### src/rtl/mctw_pkg.sv
`timescale 1ns / 1ps
// ----------------------------------------------------------------------------
// mctw_pkg: shared types and constants of the message timeout watchdog
// Command codes, sequencer states and fixed field widths.
// ----------------------------------------------------------------------------
package mctw_pkg;

    localparam int unsigned CMD_W     = 3;
    localparam int unsigned CHAN_W    = 3;
    localparam int unsigned TIME_W    = 32;
    localparam int unsigned TMO_W     = 16;
    localparam int unsigned MASK_W    = 8;
    localparam int unsigned CFG_IDX_W = 3;
    localparam logic [TMO_W-1:0] TIMEOUT_RESET = 16'd100;

    // Request command codes; codes 5 to 7 carry no operation
    typedef enum logic [CMD_W-1:0] {
        CMD_TICK      = 3'd0,
        CMD_CHECK     = 3'd1,
        CMD_RECEIVE   = 3'd2,
        CMD_CLEAR_ONE = 3'd3,
        CMD_CLEAR_ALL = 3'd4
    } cmd_t;

    // Sequencer states
    typedef enum logic [1:0] {
        S_IDLE = 2'd0,
        S_SCAN = 2'd1,
        S_EMIT = 2'd2
    } state_t;

    // Result of one pass through the shared compare unit
    typedef struct packed {
        logic [TIME_W-1:0] elapsed;
        logic              expired;
    } cmp_result_t;

endpackage : mctw_pkg

### src/rtl/mctw_elapsed_cmp.sv
`timescale 1ns / 1ps
// ----------------------------------------------------------------------------
// mctw_elapsed_cmp: shared elapsed-time compare unit
// Forms the wrap-around elapsed time of one channel and tests it against
// that channel's timeout. The sequencer steps it across all channels.
// ----------------------------------------------------------------------------
module mctw_elapsed_cmp
(
    input  logic [mctw_pkg::TIME_W-1:0] now_ms,
    input  logic [mctw_pkg::TIME_W-1:0] last_seen,
    input  logic [mctw_pkg::TMO_W-1:0]  timeout,
    output mctw_pkg::cmp_result_t       result
);
    import mctw_pkg::*;

    logic [TIME_W-1:0] elapsed;

    // Subtract modulo 2^32 so a counter wrap does not disturb the result
    assign elapsed = now_ms - last_seen;

    // Expire only when strictly past the timeout
    assign result.elapsed = elapsed;
    assign result.expired = (elapsed > {{(TIME_W-TMO_W){1'b0}}, timeout});

endmodule : mctw_elapsed_cmp

### src/rtl/multi_channel_message_timeout_watchdog.sv
`timescale 1ns / 1ps
// ----------------------------------------------------------------------------
// Multi-channel message timeout watchdog
// Keeps a millisecond counter, a last-seen stamp and a fault flag per channel
// and reports the fault state after every command request.
// ----------------------------------------------------------------------------
// Usage:
//   Input channel (in_valid / in_stall) carries one command request: tick,
//   check all, receive, clear one or clear all, plus a channel index.
//   Output channel (out_valid / out_stall) returns one result per request:
//   fault mask, faults newly raised by a check, and the selected channel flag.
//   Configuration writes (cfg_we, cfg_index, cfg_data) set the per-channel
//   timeouts in milliseconds; write them only while the block is idle.
// Timing:
//   Tick, receive and clear requests pass from accept through the EMIT
//   state to the output register. A check first runs the SCAN state: one
//   shared subtract-and-compare unit visits one channel per cycle. The block
//   takes no request during a check or while a result waits in the sequencer.
//   A finished result sits in the output register; a new request is accepted
//   while it waits, and the next result is held back until out_stall drops.
// Reset:
//   Counter, stamps and fault flags clear; all timeouts return to 100 ms.
// ----------------------------------------------------------------------------
module multi_channel_message_timeout_watchdog
#(
    parameter int unsigned CHANNELS = 8
)
(
    input  logic                           clk,
    input  logic                           rst_n,
    // configuration
    input  logic                           cfg_we,
    input  logic [mctw_pkg::CFG_IDX_W-1:0] cfg_index,
    input  logic [mctw_pkg::TMO_W-1:0]     cfg_data,
    // command requests
    input  logic                           in_valid,
    output logic                           in_stall,
    input  logic [mctw_pkg::CMD_W-1:0]     command,
    input  logic [mctw_pkg::CHAN_W-1:0]    channel,
    // results
    output logic                           out_valid,
    input  logic                           out_stall,
    output logic [mctw_pkg::MASK_W-1:0]    fault_mask,
    output logic [mctw_pkg::MASK_W-1:0]    new_faults,
    output logic                           channel_faulted
);
    import mctw_pkg::*;

    localparam int unsigned IDX_W = (CHANNELS > 1) ? $clog2(CHANNELS) : 1;
    localparam logic [CHAN_W:0] CH_LIMIT = (CHAN_W+1)'(CHANNELS);
    localparam logic [IDX_W-1:0] LAST_IDX = IDX_W'(CHANNELS - 1);

    // State and configuration storage
    logic [TMO_W-1:0]    timeout_reg   [CHANNELS];
    logic [TIME_W-1:0]   last_seen_reg [CHANNELS];
    logic [TIME_W-1:0]   now_reg;
    logic [CHANNELS-1:0] faulted_reg;
    logic [CHANNELS-1:0] raised_reg;

    // Sequencer
    state_t            state_reg, state_next;
    logic [IDX_W-1:0]  scan_idx_reg;
    cmd_t              cmd_reg;
    logic [IDX_W-1:0]  ch_reg;
    logic              ch_ok_reg;

    // Output register
    logic              out_valid_reg;
    logic [MASK_W-1:0] fault_mask_reg;
    logic [MASK_W-1:0] new_faults_reg;
    logic              channel_faulted_reg;

    logic              accept;
    logic              out_free;
    logic              scan_last;
    logic              emit_load;
    logic              in_ch_ok;
    logic [IDX_W-1:0]  in_idx;
    cmp_result_t       cmp;

    assign accept    = in_valid && (state_reg == S_IDLE);
    assign out_free  = !out_valid_reg || !out_stall;
    assign scan_last = (scan_idx_reg == LAST_IDX);
    assign in_ch_ok  = ({1'b0, channel} < CH_LIMIT);
    assign in_idx    = channel[IDX_W-1:0];

    // Shared compare unit, stepped over the channels during a check
    mctw_elapsed_cmp u_cmp
    (
        .now_ms    (now_reg),
        .last_seen (last_seen_reg[scan_idx_reg]),
        .timeout   (timeout_reg[scan_idx_reg]),
        .result    (cmp)
    );

    // Hold the sequencer state
    always_ff @(posedge clk or negedge rst_n)
    begin
        if (!rst_n)
        begin
            state_reg <= S_IDLE;
        end
        else
        begin
            state_reg <= state_next;
        end
    end

    // Advance the sequencer and drive its strobes
    always_comb
    begin
        state_next = state_reg;
        emit_load  = 1'b0;
        in_stall   = (state_reg != S_IDLE);
        case (state_reg)
            S_IDLE:
            begin
                if (accept)
                begin
                    state_next = (command == CMD_CHECK) ? S_SCAN : S_EMIT;
                end
            end
            S_SCAN:
            begin
                if (scan_last)
                begin
                    state_next = S_EMIT;
                end
            end
            S_EMIT:
            begin
                if (out_free)
                begin
                    emit_load  = 1'b1;
                    state_next = S_IDLE;
                end
            end
            default:
            begin
                state_next = S_IDLE;
            end
        endcase
    end

    // Write timeouts; writes beyond the channel count are dropped
    always_ff @(posedge clk or negedge rst_n)
    begin
        if (!rst_n)
        begin
            for (int i = 0; i < CHANNELS; i++)
            begin
                timeout_reg[i] <= TIMEOUT_RESET;
            end
        end
        else if (cfg_we && ({1'b0, cfg_index} < CH_LIMIT))
        begin
            timeout_reg[cfg_index[IDX_W-1:0]] <= cfg_data;
        end
    end

    // Latch the request, execute the single-step commands and step the check scan
    always_ff @(posedge clk or negedge rst_n)
    begin
        if (!rst_n)
        begin
            now_reg      <= '0;
            faulted_reg  <= '0;
            raised_reg   <= '0;
            scan_idx_reg <= '0;
            cmd_reg      <= CMD_TICK;
            ch_reg       <= '0;
            ch_ok_reg    <= 1'b0;
            for (int i = 0; i < CHANNELS; i++)
            begin
                last_seen_reg[i] <= '0;
            end
        end
        else if (accept)
        begin
            cmd_reg      <= cmd_t'(command);
            ch_reg       <= in_idx;
            ch_ok_reg    <= in_ch_ok;
            raised_reg   <= '0;
            scan_idx_reg <= '0;
            case (command)
                CMD_TICK:
                begin
                    now_reg <= now_reg + 1'b1;
                end
                CMD_RECEIVE:
                begin
                    if (in_ch_ok)
                    begin
                        last_seen_reg[in_idx] <= now_reg;
                        faulted_reg[in_idx]   <= 1'b0;
                    end
                end
                CMD_CLEAR_ONE:
                begin
                    if (in_ch_ok)
                    begin
                        faulted_reg[in_idx] <= 1'b0;
                    end
                end
                CMD_CLEAR_ALL:
                begin
                    faulted_reg <= '0;
                end
                default:
                begin
                end
            endcase
        end
        else if (state_reg == S_SCAN)
        begin
            // Raise a fault that is newly past its timeout
            if (cmp.expired && !faulted_reg[scan_idx_reg])
            begin
                faulted_reg[scan_idx_reg] <= 1'b1;
                raised_reg[scan_idx_reg]  <= 1'b1;
            end
            if (!scan_last)
            begin
                scan_idx_reg <= scan_idx_reg + 1'b1;
            end
        end
    end

    // Load the result register and drop it once taken
    always_ff @(posedge clk or negedge rst_n)
    begin
        if (!rst_n)
        begin
            out_valid_reg <= 1'b0;
        end
        else if (emit_load)
        begin
            out_valid_reg <= 1'b1;
        end
        else if (!out_stall)
        begin
            out_valid_reg <= 1'b0;
        end
    end

    always_ff @(posedge clk)
    begin
        if (emit_load)
        begin
            fault_mask_reg      <= MASK_W'(faulted_reg);
            new_faults_reg      <= (cmd_reg == CMD_CHECK) ? MASK_W'(raised_reg) : '0;
            channel_faulted_reg <= ch_ok_reg && faulted_reg[ch_reg];
        end
    end

    assign out_valid       = out_valid_reg;
    assign fault_mask      = fault_mask_reg;
    assign new_faults      = new_faults_reg;
    assign channel_faulted = channel_faulted_reg;

    // A new fault always shows in the mask of the same result
    assert property (@(posedge clk) disable iff (!rst_n)
        out_valid |-> ((new_faults & ~fault_mask) == '0))
    else $error("new_faults bit set without matching fault_mask bit");

    // No request enters while a check is stepping through the channels
    assert property (@(posedge clk) disable iff (!rst_n)
        (state_reg == S_SCAN) |-> in_stall)
    else $error("request accepted during a check");

    // A result loaded from the sequencer always raises out_valid
    assert property (@(posedge clk) disable iff (!rst_n)
        emit_load |=> out_valid)
    else $error("result load lost");

    // Only a check may report raised faults
    assert property (@(posedge clk) disable iff (!rst_n)
        (emit_load && (cmd_reg != CMD_CHECK)) |=> (new_faults == '0))
    else $error("new_faults reported for a command other than check");

endmodule : multi_channel_message_timeout_watchdog

### config.mk
export PLATFORM = sky130hd
export DESIGN_NAME = multi_channel_message_timeout_watchdog
export DESIGN_NICKNAME = d
export VERILOG_FILES = /design/src/rtl/mctw_pkg.sv /design/src/rtl/mctw_elapsed_cmp.sv /design/src/rtl/multi_channel_message_timeout_watchdog.sv
export SDC_FILE = /design/constraint.sdc
export NUM_CORES = 1
export LEC_CHECK = 0
export ABC_AREA = 1
export BUFFER_PORTS_ARGS = -buffer_cell sky130_fd_sc_hd__buf_2
export CAP_MARGIN = 10
export CORE_UTILIZATION = 43
export CTS_CLUSTER_DIAMETER = 60
export CTS_CLUSTER_SIZE = 16
export DETAILED_ROUTE_END_ITERATION = 10
export GPL_ROUTABILITY_DRIVEN = 0
export GPL_TIMING_DRIVEN = 0
export SLEW_MARGIN = 30
export SYNTH_ARGS = -nofsm -noshare
export SYNTH_HDL_FRONTEND = slang
export SYNTH_HIERARCHICAL = 1
export SYNTH_SLANG_ARGS = --single-unit
### constraint.sdc
create_clock -name clk -period 11.65 [get_ports clk]
set_input_delay 0.5825 -clock clk [delete_from_list [all_inputs] [get_ports clk]]
set_output_delay 0.5825 -clock clk [all_outputs]
set_load 0.005 [all_outputs]
Yosys cells after proc, flatten, opt, wreduce, memory -nomap -nowiden
Cells that the tools add are included.
Storage, ports and cells
  register bits after elaboration: 462
  input port bits: 30
  output and inout port bits: 19
  logic and storage cells: 125
Cells by class
  add/subtract/negate cells: 3
  order comparisons: 11
  eq/ne operators: 14
  mux-type cells: 39
  bitwise logic cells: 7
  reduce and logical (&&, ||, !) cells: 23
Operators by type and width (number)
  $bwmux W256: 1
  $bwmux W128: 1
  $bmux W32 S3: 1
  $demux W32 S3: 1
  $mux W32: 3
  $bmux W16 S3: 1
  $demux W16 S3: 1
  $mux W16: 3
  $mux W8: 6
  $add A32 B1 Y32 const B: 1
  $gt A32 B16 Y1: 1
  $sub A32 B32 Y32: 1
  $or A8 B8 Y8: 2
  $pmux W8 S2: 1
  $ge A4 B4 Y1 const B: 3
  $lt A3 B4 Y1 const B: 3
  $not A3 Y4: 3
  $mux W3: 3
  $and A8 B8 Y8: 1
  $lt A4 B1 Y1 const B: 2
  $mux W1: 8
  $mux W2: 4
  $ne A2 B2 Y1 const B: 4
  $not A8 Y8: 1
  21 further kinds: 41

Longest topological paths before layout
Gate-level depths: netlist (run 1).
  depth in word-level cells: 10
  depth in mapped cells: 41
  mapped depth without buffers: 38

By module
The synthesis (run 1) kept the hierarchy.
By module, submodules not included
  multi_channel_message_timeout_watchdog: instances 1, cells an instance 2324, area an instance 19989.2 µm², seq. area each 11676.2 µm²
  mctw_elapsed_cmp: instances 1, cells an instance 639, area an instance 3186.8 µm², seq. area each 0.0 µm²

Least setup slack after synthesis (run 1)
OpenSTA, ideal clock, no wires.
  path kind: reg-to-reg
  start point: register scan_idx_reg[1]
  end point: register faulted_reg[0]
  setup time: 0.118 ns
  data arrival time: 4.717 ns
  data required time: 11.532 ns
  setup slack: 6.815 ns
  cell stages (with the launch flop): 39
  buffers on the path: 3
  period minus slack after synthesis: 4.835 ns
  path through: dfrtp_1 > buf_2 > nor2_1 > nand2_1 > inv_1 > clkbuf_1 > clkbuf_1 > a211oi_1 > nand3_1 > ha_1 > inv_1 > fa_1 > nand2_1 > nand2_1 > nand3_1 > nand2_2 > nand3_1 > nand2_2 > (+3 left out) > nor3_1 > nand2_1 > nand2_1 > nand2_1 > nand2_1 > nor2_1 > nand2_1 > nor2_1 > nand3_1 > inv_1 > nor2_1 > nand2_1 > nor2_1 > nand2_1 > nand2_1 > nand2_1 > nand2_1 > nand2_1
RTL lines
  start, declared: RTL line multi_channel_message_timeout_watchdog.sv:62  | logic [IDX_W-1:0] scan_idx_reg;
  start signal, assigned: RTL line multi_channel_message_timeout_watchdog.sv:224  | scan_idx_reg <= scan_idx_reg + 1'b1;
  end signal, assigned: RTL line multi_channel_message_timeout_watchdog.sv:167  | faulted_reg <= '0;
  end signal, assigned by index: RTL line multi_channel_message_timeout_watchdog.sv:195  | faulted_reg[in_idx] <= 1'b0;
  end signal, assigned by index: RTL line multi_channel_message_timeout_watchdog.sv:202  | faulted_reg[in_idx] <= 1'b0;
  end, declared: RTL line multi_channel_message_timeout_watchdog.sv:57  | logic [CHANNELS-1:0] faulted_reg;

==> impl_summary.txt, run 1 <==
----------------------------------------------------
[Critical path]
  Data arrival time of the critical path ... roughly 8 ns
  CP Data Required Time ... 12.13 ns
  Critical path's largest stage delay ... just over 0.8 ns
  R2R Setup Slk ... between 4 and 5 ns
  Worst r2r src ... scan_idx_reg[0]$_DFFE_PN0P_
  Kind of start point of the critical path ... flip-flop
  Capture instance of the worst register-to-register path ... faulted_reg[4]$_DFFE_PN0P_
  Critical path capture point ... faulted_reg[4]$_DFFE_PN0P_
  Slowest library cell on the worst path ... sky130_fd_sc_hd__buf_1
  Crit path capture type ... flip-flop
  CP startpoint ... scan_idx_reg[0]$_DFFE_PN0P_
  Most common cell on crit path ... sky130_fd_sc_hd__nand2_1
  Worst-path fanout max ... 10
  Critical path start-end classification ... flip-flop to flip-flop
  Depth of the most critical reg-to-reg path ... 40

[STA]
  Final Hold Violating Endpoints ... 0
  Slew at the pin closest to its max-slew limit ... approximately 1.1 ns
  Max Slew Vio Count ... 0
  Max frequency ... ~0.13 GHz
  Worst slew margin ... between 20% and 30%
  Post-Route Skew ... between 0.03 and 0.04 ns
  Setup violators final ... 0
  Crit share post-route ... 64.7%
  Crit path time final ... around 7.5 ns
  Final total negative setup slack ... 0 ns
  Unrepaired setup endpoints after global routing ... no

[Clock tree]
  Buffer depth of the longest clock path ... 3
  Sink count of the clock tree ... roughly 460
  Register clock-pin slew on the reported worst setup and hold paths ... about 0.06 ns
  Post-cts gate resize count ... 0
  Post-CTS Repair Setup Buffers ... 0
  Clock tree from TritonCTS ... yes
  H-Tree Level Count ... 2
  Number of CTS-inserted buffers ... 40
  Worst-skew pair later-pin latency ... ~0.60 ns
  Buffer cell driving the clock tree root ... sky130_fd_sc_hd__clkbuf_16

[GRT]
  Global-route wire length before repair ... approximately 130000 um
  Total grt overflow ... 0
  Initial antenna violation count ... 1
  Global routing usage summed across all routing layers ... 31.2%
  Via count of the first global-routing pass ... 20200
  Maximum number of pins on one net before global-route repair ... 84

[Placement]
  Area after DPL ... between 0.02 and 0.025 mm2
  Estimated wirelength of the detail-placed design ... ~60000 um
  Count of buffers inserted at the top-level ports ... 45

[Power]
  Static power due to leakage ... 12.4 nW
  IR Drop Worst-Case VDD ... ~0.00014 V
  Power per cell area ... approximately 220 mW/mm2
  Total power consumption of the routed design ... between 0.005 and 0.006 W

[Drt]
  # DRC ... 0
  Remaining antenna violation count after routing ... 0
  Wirelength, routed ... ~84000 um
  Via density ... ~5.7
  Iteration-0 DRC Markers ... roughly 2400
  Count of vias placed by the detailed router ... 21300
  Number of search-and-repair iterations in the first detailed-routing pass ... 7
  Routed len/inst ... between 20 and 25 um

[Cells and area]
  Fraction of layout instances using a drive strength above 1 ... 7.54%
  Fraction of the core area covered by cells at the end of the flow ... 48.8%
  Max FFs per register ... approximately 260
  Most common library cell in the layout ignoring fill and taps ... sky130_fd_sc_hd__nand2_1
  Antenna cell count ... 0
  Non-Filler Cell Area, Final ... around 0.026 mm2
  Area growth, synth to finish ... 11.5%
  Most frequent cells in the layout ... sky130_fd_sc_hd__nand2_1, sky130_fd_sc_hd__dfrtp_1, sky130_fd_sc_hd__o21ai_0, sky130_fd_sc_hd__inv_1, sky130_fd_sc_hd__nor2_1
  Post-layout net count ... 3130

[Floorplan]
  Die X-Extent ... 234 um
  Starting density of the core ... about 44%
  Row cnt ... 84
  Top-level I/O count ... between 40 and 50
  DIE HEIGHT ... about 230 um
  Placeable Area ... around 0.053 mm2
  Floorplan die area ... ~0.055 mm2

[Min path]
  Hold Crit Class ... input port to flip-flop

[Yosys]
  Avg Inst Size Synth ... roughly 7.8 um2
  Warnings, synthesis ... 6
  Net Count, Synth ... around 3000
  Cell Area, Synth ... about 0.023 mm2
  Post-synthesis instance total ... 2954

[Run status]
  Run status ... completed

[Job]
  Number of max-cap violations ... 0

----------------------------------------------------
-- how the worst min path moves through the flow --
stage,start,to,cells after the start
floorplan,rst_n,ch_ok_reg$_DFFE_PN0P_,0
global placement,state_reg[1]$_DFFE_PN0P_,state_reg[1]$_DFFE_PN0P_,1
detailed placement,rst_n,timeout_reg[64]$_DFFE_PN0P_,1
CTS,out_stall,out_valid$_DFFE_PN0P_,3
global route,cfg_data[14],timeout_reg[14]$_DFFE_PN0P_,3
finish,out_stall,out_valid$_DFFE_PN0P_,3
-- what timing repair did --
item                                   in CTS  in global routing
setup endpoints to repair                   0                  0
endpoints found under the hold margin      19                  0
hold buffers                                1                  0
-- worst max-delay path, delay by kind of cell (launching register included) --
kind | cells | cell delay, ns
xor+xnor | 1 | 0.20
simple gates | 28 | 3.73
flops | 1 | 0.42
buf+inv | 9 | 2.37
fa+ha+maj | 2 | 0.70
-- stage by stage --
step / hold slack [ns] / worst slack [ns] / cells
global placement: 0.429 / 1.17 / 3687
CTS: 0.205 / 4.28 / 3764
detailed placement: 0.428 / 4.33 / 3694
global route: 0.240 / 3.65 / 3764
floorplan: 0.287 / 6.82 / 2954
finish: 0.217 / 4.11 / 3764
-- report_power, final --
| group | leakage (nW) | switching, W | internal, W |
|---|---|---|---|
| combinational | 5.75 | 0.00160 | 0.000671 |
| sequential | 5.99 | 0.000188 | 0.00190 |
| clock | 0.670 | 0.000645 | 0.000799 |
-- area by class of cell --
| type | count | area, um2 |
|---|---|---|
| well taps | 688 | 861 |
| fillers | 5167 | 27100 |
| flip-flops and latches | 462 | 11700 |
| multi-input cells | 2089 | 9950 |
| clock buffers | 49 | 1070 |
| inverters | 280 | 1050 |
| plain buffers | 123 | 482 |
| clock inverters | 20 | 297 |
| repair buffers | 53 | 422 |
-- layer usage --
layer	share of wire (%)	global-route usage (%)	up-vias	wire, um
li1	-	-	9711	-
met4	4.5	13.8	2	3790
met5	0.017	0	-	14
met2	44	47.8	970	37100
met3	10	8.04	220	8420
met1	41	41.7	10400	34500
No activity file was read; power rests on OpenSTA's default activity.
==> run 2, diff against run 1 <==
--- a/config.mk
+++ b/config.mk
@@ -5,7 +5,7 @@
 export SDC_FILE = /design/constraint.sdc
 export NUM_CORES = 1
 export LEC_CHECK = 0
-export ABC_AREA = 1
+export ABC_AREA = 0
 export BUFFER_PORTS_ARGS = -buffer_cell sky130_fd_sc_hd__buf_2
 export CAP_MARGIN = 10
 export CORE_UTILIZATION = 43
==> constraint.sdc (replaced) <==
create_clock -name clk -period 7.6 [get_ports clk]
set_input_delay 0.38 -clock clk [delete_from_list [all_inputs] [get_ports clk]]
set_output_delay 0.38 -clock clk [all_outputs]
set_load 0.005 [all_outputs]
==> impl_summary.txt, run 2 <==
----------------------------------------------------
[GRT]
  Maximum number of pins on one net before global-route repair ... 86
  Global-route wire length before repair ... between 100000 and 150000 um
  Via count of the first global-routing pass ... between 15000 and 20000
  Global routing usage summed across all routing layers ... between 20% and 30%
  Initial antenna violation count ... 0
  Total grt overflow ... 0

[Floorplan]
  Top-level I/O count ... around 50
  DIE HEIGHT ... about 230 um
  Die X-Extent ... 233 um
  Floorplan die area ... between 0.05 and 0.06 mm2
  Placeable Area ... between 0.05 and 0.06 mm2
  Row cnt ... 84
  Starting density of the core ... a little over two fifths

[Placement]
  Worst Setup Slack post-DPL ... -1.33 ns
  Count of buffers inserted at the top-level ports ... 42
  Estimated wirelength of the detail-placed design ... a little under 50000 um

[Cells and area]
  Post-layout net count ... between 2000 and 2500
  Fraction of layout instances using a drive strength above 1 ... 35.7%
  Antenna cell count ... 0
  Number of fillers in the final layout ... 4556
  Area growth, synth to finish ... 13.2%
  Max FFs per register ... around 260
  Most common library cell in the layout ignoring fill and taps ... sky130_fd_sc_hd__mux2_2
  Most frequent cells in the layout ... sky130_fd_sc_hd__mux2_2, sky130_fd_sc_hd__dfrtp_1, sky130_fd_sc_hd__clkbuf_1, sky130_fd_sc_hd__nand2_1, sky130_fd_sc_hd__inv_1

[Yosys]
  Avg Inst Size Synth ... roughly 12 um2
  Net Count, Synth ... 1917
  Cell Area, Synth ... between 0.02 and 0.025 mm2
  Warnings, synthesis ... 6
  Post-synthesis instance total ... ~1800

[Power]
  Static power due to leakage ... 11.7 nW
  Power per cell area ... ~300 mW/mm2
  IR Drop Worst-Case VDD ... 0.000164 V

[Critical path]
  Kind of start point of the critical path ... flip-flop
  Worst-path fanout max ... 10
  Data arrival time of the critical path ... ~7.9 ns
  CP startpoint ... scan_idx_reg[1]$_DFFE_PN0P_
  Crit path capture type ... flip-flop
  Worst r2r src ... scan_idx_reg[1]$_DFFE_PN0P_
  Critical path start-end classification ... flip-flop to flip-flop
  CP Data Required Time ... 8.07 ns

[Drt]
  Remaining antenna violation count after routing ... 0
  Number of search-and-repair iterations in the first detailed-routing pass ... 6
  Via density ... 6.05
  Iteration-0 DRC Markers ... approximately 1600
  Count of vias placed by the detailed router ... around 16000
  Routed len/inst ... 26.4 um
  # DRC ... 0
  Wirelength, routed ... between 70000 and 80000 um

[STA]
  Crit share post-route ... 97.1%
  Worst slack on hold paths ... 0.0566 ns
  Worst slew margin ... approximately a third
  Crit path time final ... approximately 7.4 ns
  Max frequency ... between 0.1 and 0.15 GHz
  Setup violators final ... 0
  Slew at the pin closest to its max-slew limit ... 0.995 ns
  Unrepaired setup endpoints after global routing ... no
  Final critical-path setup slack ... between 0.2 and 0.25 ns
  Max Slew Vio Count ... 0
  Final Hold Violating Endpoints ... 0
  Post-Route Skew ... about 0.026 ns

[Clock tree]
  Register clock-pin slew on the reported worst setup and hold paths ... 0.08 ns
  Worst-skew pair later-pin latency ... around 0.58 ns
  Number of CTS-inserted buffers ... 42
  Sink count of the clock tree ... approximately 460
  H-Tree Level Count ... 2
  Buffer cell driving the clock tree root ... sky130_fd_sc_hd__clkbuf_16
  Buffer depth of the longest clock path ... 3
  Clock tree from TritonCTS ... yes

[Min path]
  Hold Crit Class ... input port to flip-flop
  Launch point of the worst hold path ... out_stall

[Job]
  Number of max-cap violations ... 0

[Run status]
  Run status ... completed

----------------------------------------------------
[run 2: per-stage QoR]
| step | total power [W] | util, % | cell area [um2] | TNS [ns] | std cells |
|---|---|---|---|---|---|
| 5_1_grt | 0.00815 | 49.3 | 25900 | 0 | 2664 |
| 4_1_cts | 0.00776 | 49.1 | 25900 | 0 | 2661 |
| 6_report | 0.00778 | 49.3 | 25900 | 0 | 2664 |
| 3_3_place_gp | 0.00542 | 45.6 | 24000 | -1122.25 | 2566 |
| 3_5_place_dp | 0.00552 | 46.2 | 24300 | -18.41 | 2581 |
| 2_1_floorplan | 0.00461 | - | 22900 | 0 | 1836 |
[run 2: final timing paths]
path | cells past startpoint | endpoint | slack, ns
max | 27 | raised_reg[0]$_DFFE_PN0P_ | 0.22
min | 3 | out_valid$_DFFE_PN0P_ | 0.06
max reg2reg | 27 | raised_reg[0]$_DFFE_PN0P_ | 0.22
min reg2reg | 1 | raised_reg[3]$_DFFE_PN0P_ | 0.48
max in group asynchronous | 6 | last_seen_reg[188]$_DFFE_PN0P_ | 5.50
min in group asynchronous | 2 | timeout_reg[44]$_DFFE_PN0P_ | 0.29
[run 2: worst max-delay path, cell delays in order (launching register included)]
cell                        delay (ns)
sky130_fd_sc_hd__dfrtp_1          0.40
sky130_fd_sc_hd__clkbuf_2         0.27
sky130_fd_sc_hd__buf_4            0.31
sky130_fd_sc_hd__clkbuf_4         0.31
sky130_fd_sc_hd__clkbuf_4         0.33
sky130_fd_sc_hd__o2111ai_1        0.29
sky130_fd_sc_hd__ha_1             0.22
sky130_fd_sc_hd__inv_1            0.06
sky130_fd_sc_hd__fa_1             0.42
sky130_fd_sc_hd__a21o_1           0.21
sky130_fd_sc_hd__a311o_2          0.44
sky130_fd_sc_hd__a31oi_1          0.31
sky130_fd_sc_hd__o21bai_1         0.12
sky130_fd_sc_hd__a21oi_1          0.26
sky130_fd_sc_hd__xnor2_1          0.24
sky130_fd_sc_hd__ha_1             0.31
sky130_fd_sc_hd__nand4_1          0.12
sky130_fd_sc_hd__nor2_1           0.08
sky130_fd_sc_hd__o31ai_2          0.39
sky130_fd_sc_hd__o221a_2          0.26
sky130_fd_sc_hd__o211ai_1         0.15
sky130_fd_sc_hd__a2111oi_4        0.34
sky130_fd_sc_hd__nand4_1          0.17
sky130_fd_sc_hd__or4_1            0.59
sky130_fd_sc_hd__nand2_1          0.13
sky130_fd_sc_hd__or2_2            0.21
sky130_fd_sc_hd__nor4b_1          0.12
sky130_fd_sc_hd__o21a_1           0.19
[run 2: layout make-up]
cell class                      instances  area, um2  share of cell area (%)
Sequential cell                       462      11700                    45.0
Multi-Input combinational cell       1179      10600                    40.8
Clock buffer                           56       1200                    4.62
Tap cell                              688        861                    3.32
Buffer                                131        654                    2.52
Timing Repair Buffer                   66        533                    2.05
Inverter                               62        238                   0.917
Clock inverter                         20        190                   0.733
[run 2: per-layer routing]
metal | global-route usage [%] | share of wire [%]
met3 | 4.74 | 6.7
met2 | 41.7 | 46
met1 | 36.8 | 44
met5 | 0 | 0
met4 | 10.2 | 3.9
[run 2: what timing repair did]
| item | CTS | global route |
|---|---|---|
| endpoints found under the hold margin | 48 | 0 |
| setup buffers | 3 | 5 |
| pin swaps | 2 | 1 |
| gates resized for setup | 47 | 18 |
| hold buffers | 1 | 0 |
| endpoints found under the setup margin | 16 | 16 |
[run 2: where the power goes]
part / internal [W] / total, W / switching (W)
Sequential: 0.00279 / 0.00295 / 0.000163
Clock: 0.00117 / 0.00219 / 0.00102
Combinational: 0.00104 / 0.00264 / 0.00160
==> run 3, diff against run 2 <==
==> constraint.sdc (replaced) <==
create_clock -name clk -period 6.9 [get_ports clk]
set_input_delay 0.345 -clock clk [delete_from_list [all_inputs] [get_ports clk]]
set_output_delay 0.345 -clock clk [all_outputs]
set_load 0.005 [all_outputs]
==> impl_summary.txt, run 3 (synthesized netlist as in run 2, its figures left out) <==
----------------------------------------------------
[Floorplan]
  Placeable Area ... 0.0527 mm2
  Die X-Extent ... about 230 um
  Floorplan die area ... between 0.05 and 0.06 mm2
  DIE HEIGHT ... roughly 230 um
  Starting density of the core ... approximately 44%
  Row cnt ... 84
  Top-level I/O count ... slightly below 50

[Power]
  IR Drop Worst-Case VDD ... roughly 0.00018 V
  Static power due to leakage ... 11.8 nW
  Logic gate share of total power ... ~35%
  Part of the power in the clock network ... around 28%
  Switching pwr ... between 0.003 and 0.004 W
  Internal power of the cells ... 0.00555 W
  Proportion of total power due to net switching ... roughly 36%
  Power per cell area ... about 330 mW/mm2
  Sequential fraction of design power ... a little under two fifths

[Placement]
  Count of buffers inserted at the top-level ports ... 42
  Estimated wirelength of the detail-placed design ... 48300 um
  Area after DPL ... 0.0243 mm2

[STA]
  Max frequency ... about 0.15 GHz
  Worst slack on hold paths ... about 0.083 ns
  Setup violators final ... 0
  Crit share post-route ... between 90% and 100%
  Slew at the pin closest to its max-slew limit ... between 1 and 1.5 ns
  Final Hold Violating Endpoints ... 0
  Max Slew Vio Count ... 0
  Crit path time final ... 6.72 ns
  Worst slew margin ... 33.2%
  Post-Route Skew ... around 0.026 ns

[Cells and area]
  Area used by sequential logic in the layout ... ~0.012 mm2
  Number of fillers in the final layout ... between 4000 and 5000
  Area occupied by multi-input gates ... ~0.011 mm2
  Area growth, synth to finish ... 14.3%
  Antenna cell count ... 0
  Post-layout net count ... roughly 2000
  Most common library cell in the layout ignoring fill and taps ... sky130_fd_sc_hd__mux2_2
  Most frequent cells in the layout ... sky130_fd_sc_hd__mux2_2, sky130_fd_sc_hd__dfrtp_1, sky130_fd_sc_hd__clkbuf_1, sky130_fd_sc_hd__nand2_1, sky130_fd_sc_hd__inv_1
  Non-Filler Cell Area, Final ... around 0.026 mm2
  Fraction of the core area covered by cells at the end of the flow ... about 50%
  Fraction of layout instances using a drive strength above 1 ... a little over a third
  Max FFs per register ... about 260

[Critical path]
  Data arrival time of the critical path ... just over 7 ns
  Crit path capture type ... flip-flop
  CP Data Required Time ... approximately 7.4 ns
  Kind of start point of the critical path ... flip-flop
  Critical path start-end classification ... flip-flop to flip-flop
  Worst-path fanout max ... 10

[Clock tree]
  Buffer cell driving the clock tree root ... sky130_fd_sc_hd__clkbuf_16
  Number of CTS-inserted buffers ... 42
  H-Tree Level Count ... 2
  Sink count of the clock tree ... about 460
  Register clock-pin slew on the reported worst setup and hold paths ... roughly 0.07 ns
  Clock tree from TritonCTS ... yes
  Worst-skew pair later-pin latency ... roughly 0.58 ns
  Buffer depth of the longest clock path ... 3

[Run status]
  Run status ... completed

[Drt]
  Count of vias placed by the detailed router ... approximately 16000
  Via density ... about 6.0
  Routed len/inst ... ~26 um
  Iteration-0 DRC Markers ... roughly 1500
  # DRC ... 0
  Remaining antenna violation count after routing ... 0
  Wirelength, routed ... around 70000 um
  Number of search-and-repair iterations in the first detailed-routing pass ... 6

[GRT]
  Global routing usage summed across all routing layers ... 26.7%
  M2 GR Usage ... a little over two fifths
  Total grt overflow ... 0
  Via count of the first global-routing pass ... 16600
  Maximum number of pins on one net before global-route repair ... 86
  Layer with the highest usage ... met2
  Initial antenna violation count ... 0
  Met3 track demand over resource in global routing ... 5.06%
  Global-route met1 utilization ... 36.6%
  Global-route wire length before repair ... approximately 110000 um

[Job]
  Number of max-cap violations ... 0

[Min path]
  Hold Crit Class ... input port to flip-flop

----------------------------------------------------
-- run 3: changes by cell type in the layout (fill, tap and decap cells not counted), moves of 2 or more --
cell,previous run,this run
sky130_fd_sc_hd__a21oi_2,2,4
sky130_fd_sc_hd__buf_4,28,32
sky130_fd_sc_hd__buf_1,12,10
sky130_fd_sc_hd__clkbuf_8,3,8
sky130_fd_sc_hd__buf_8,2,4
sky130_fd_sc_hd__a21oi_1,58,56
sky130_fd_sc_hd__nor2_1,50,48
sky130_fd_sc_hd__clkbuf_2,17,9
sky130_fd_sc_hd__buf_6,5,12
-- run 3: worst max-delay path, cell delays in order, from the launching register on --
cell and delay (ns):
sky130_fd_sc_hd__dfrtp_2 0.51, sky130_fd_sc_hd__buf_4 0.30, sky130_fd_sc_hd__buf_6 0.29, sky130_fd_sc_hd__nor2_2 0.16
sky130_fd_sc_hd__buf_8 0.19, sky130_fd_sc_hd__a222oi_1 0.25, sky130_fd_sc_hd__o21ai_0 0.13, sky130_fd_sc_hd__inv_1 0.15
sky130_fd_sc_hd__ha_1 0.31, sky130_fd_sc_hd__a21o_1 0.24, sky130_fd_sc_hd__a311o_2 0.45, sky130_fd_sc_hd__a31oi_4 0.21
sky130_fd_sc_hd__o21bai_1 0.11, sky130_fd_sc_hd__a21oi_2 0.18, sky130_fd_sc_hd__xnor2_1 0.21, sky130_fd_sc_hd__ha_1 0.31
sky130_fd_sc_hd__nand4_1 0.12, sky130_fd_sc_hd__nor2_1 0.09, sky130_fd_sc_hd__o31ai_4 0.31, sky130_fd_sc_hd__o221a_2 0.24
sky130_fd_sc_hd__o211ai_1 0.15, sky130_fd_sc_hd__a2111oi_4 0.34, sky130_fd_sc_hd__nand4_1 0.19, sky130_fd_sc_hd__or4_4 0.55
sky130_fd_sc_hd__nand2_1 0.12, sky130_fd_sc_hd__or2_4 0.18, sky130_fd_sc_hd__nor4_1 0.08, sky130_fd_sc_hd__o21a_1 0.20
-- run 3: layout make-up --
type | instances | area share, %
Buffer | 131 | 2.88
Clock buffer | 56 | 4.57
Clock inverter | 20 | 0.726
Inverter | 62 | 0.908
Multi-Input combinational cell | 1179 | 40.7
Sequential cell | 462 | 44.6
Tap cell | 688 | 3.29
Timing Repair Buffer | 75 | 2.30
-- run 3: power by group through the flow --
stage | sequential, W | combinational (W) | clock (W)
finish | 0.00325 | 0.00300 | 0.00241
detailed placement | 0.00330 | 0.00278 | 0
floorplan | 0.00324 | 0.00183 | 0
global placement | 0.00328 | 0.00269 | 0
CTS | 0.00324 | 0.00290 | 0.00245
global route | 0.00329 | 0.00322 | 0.00256
-- run 3: final timing paths --
kind,endpoint,slack (ns),from,depth (start not counted)
min in group asynchronous,timeout_reg[44]$_DFFE_PN0P_,0.26,rst_n,2
max in group asynchronous,last_seen_reg[188]$_DFFE_PN0P_,4.83,rst_n,6
max reg2reg,raised_reg[1]$_DFFE_PN0P_,0.18,scan_idx_reg[2]$_DFFE_PN0P_,27
min reg2reg,raised_reg[3]$_DFFE_PN0P_,0.48,raised_reg[3]$_DFFE_PN0P_,1
min,cmd_reg[2]$_DFFE_PN0P_,0.08,command[2],2
max,raised_reg[1]$_DFFE_PN0P_,0.18,scan_idx_reg[2]$_DFFE_PN0P_,27
-- run 3: stage by stage --
stage / TNS [ns] / power, W / instances / worst slack (ns)
CTS: 0 / 0.00859 / 2664 / 0.00101
detailed placement: -29.61 / 0.00608 / 2581 / -2.03
finish: 0 / 0.00866 / 2673 / 0.179
global route: -0.0315 / 0.00907 / 2673 / -0.0158
global placement: -1422.79 / 0.00597 / 2566 / -3.33
floorplan: 0 / 0.00507 / 1836 / 0.659
-- run 3: repair_timing --
| action | 4_1_cts | 5_1_grt |
|---|---|---|
| endpoints found under the setup margin | 16 | 16 |
| pin swaps | 4 | 5 |
| buffers inserted | 7 | 9 |
| hold buffers | 2 | 0 |
| hold endpoints to repair | 49 | 0 |
| gates resized for setup | 83 | 28 |
-- run 3: per-layer routing --
metal	wire (um)	up-vias
met5	0	-
met4	2730	0
met3	4130	134
met2	32300	493
met1	31300	8440
li1	-	7025
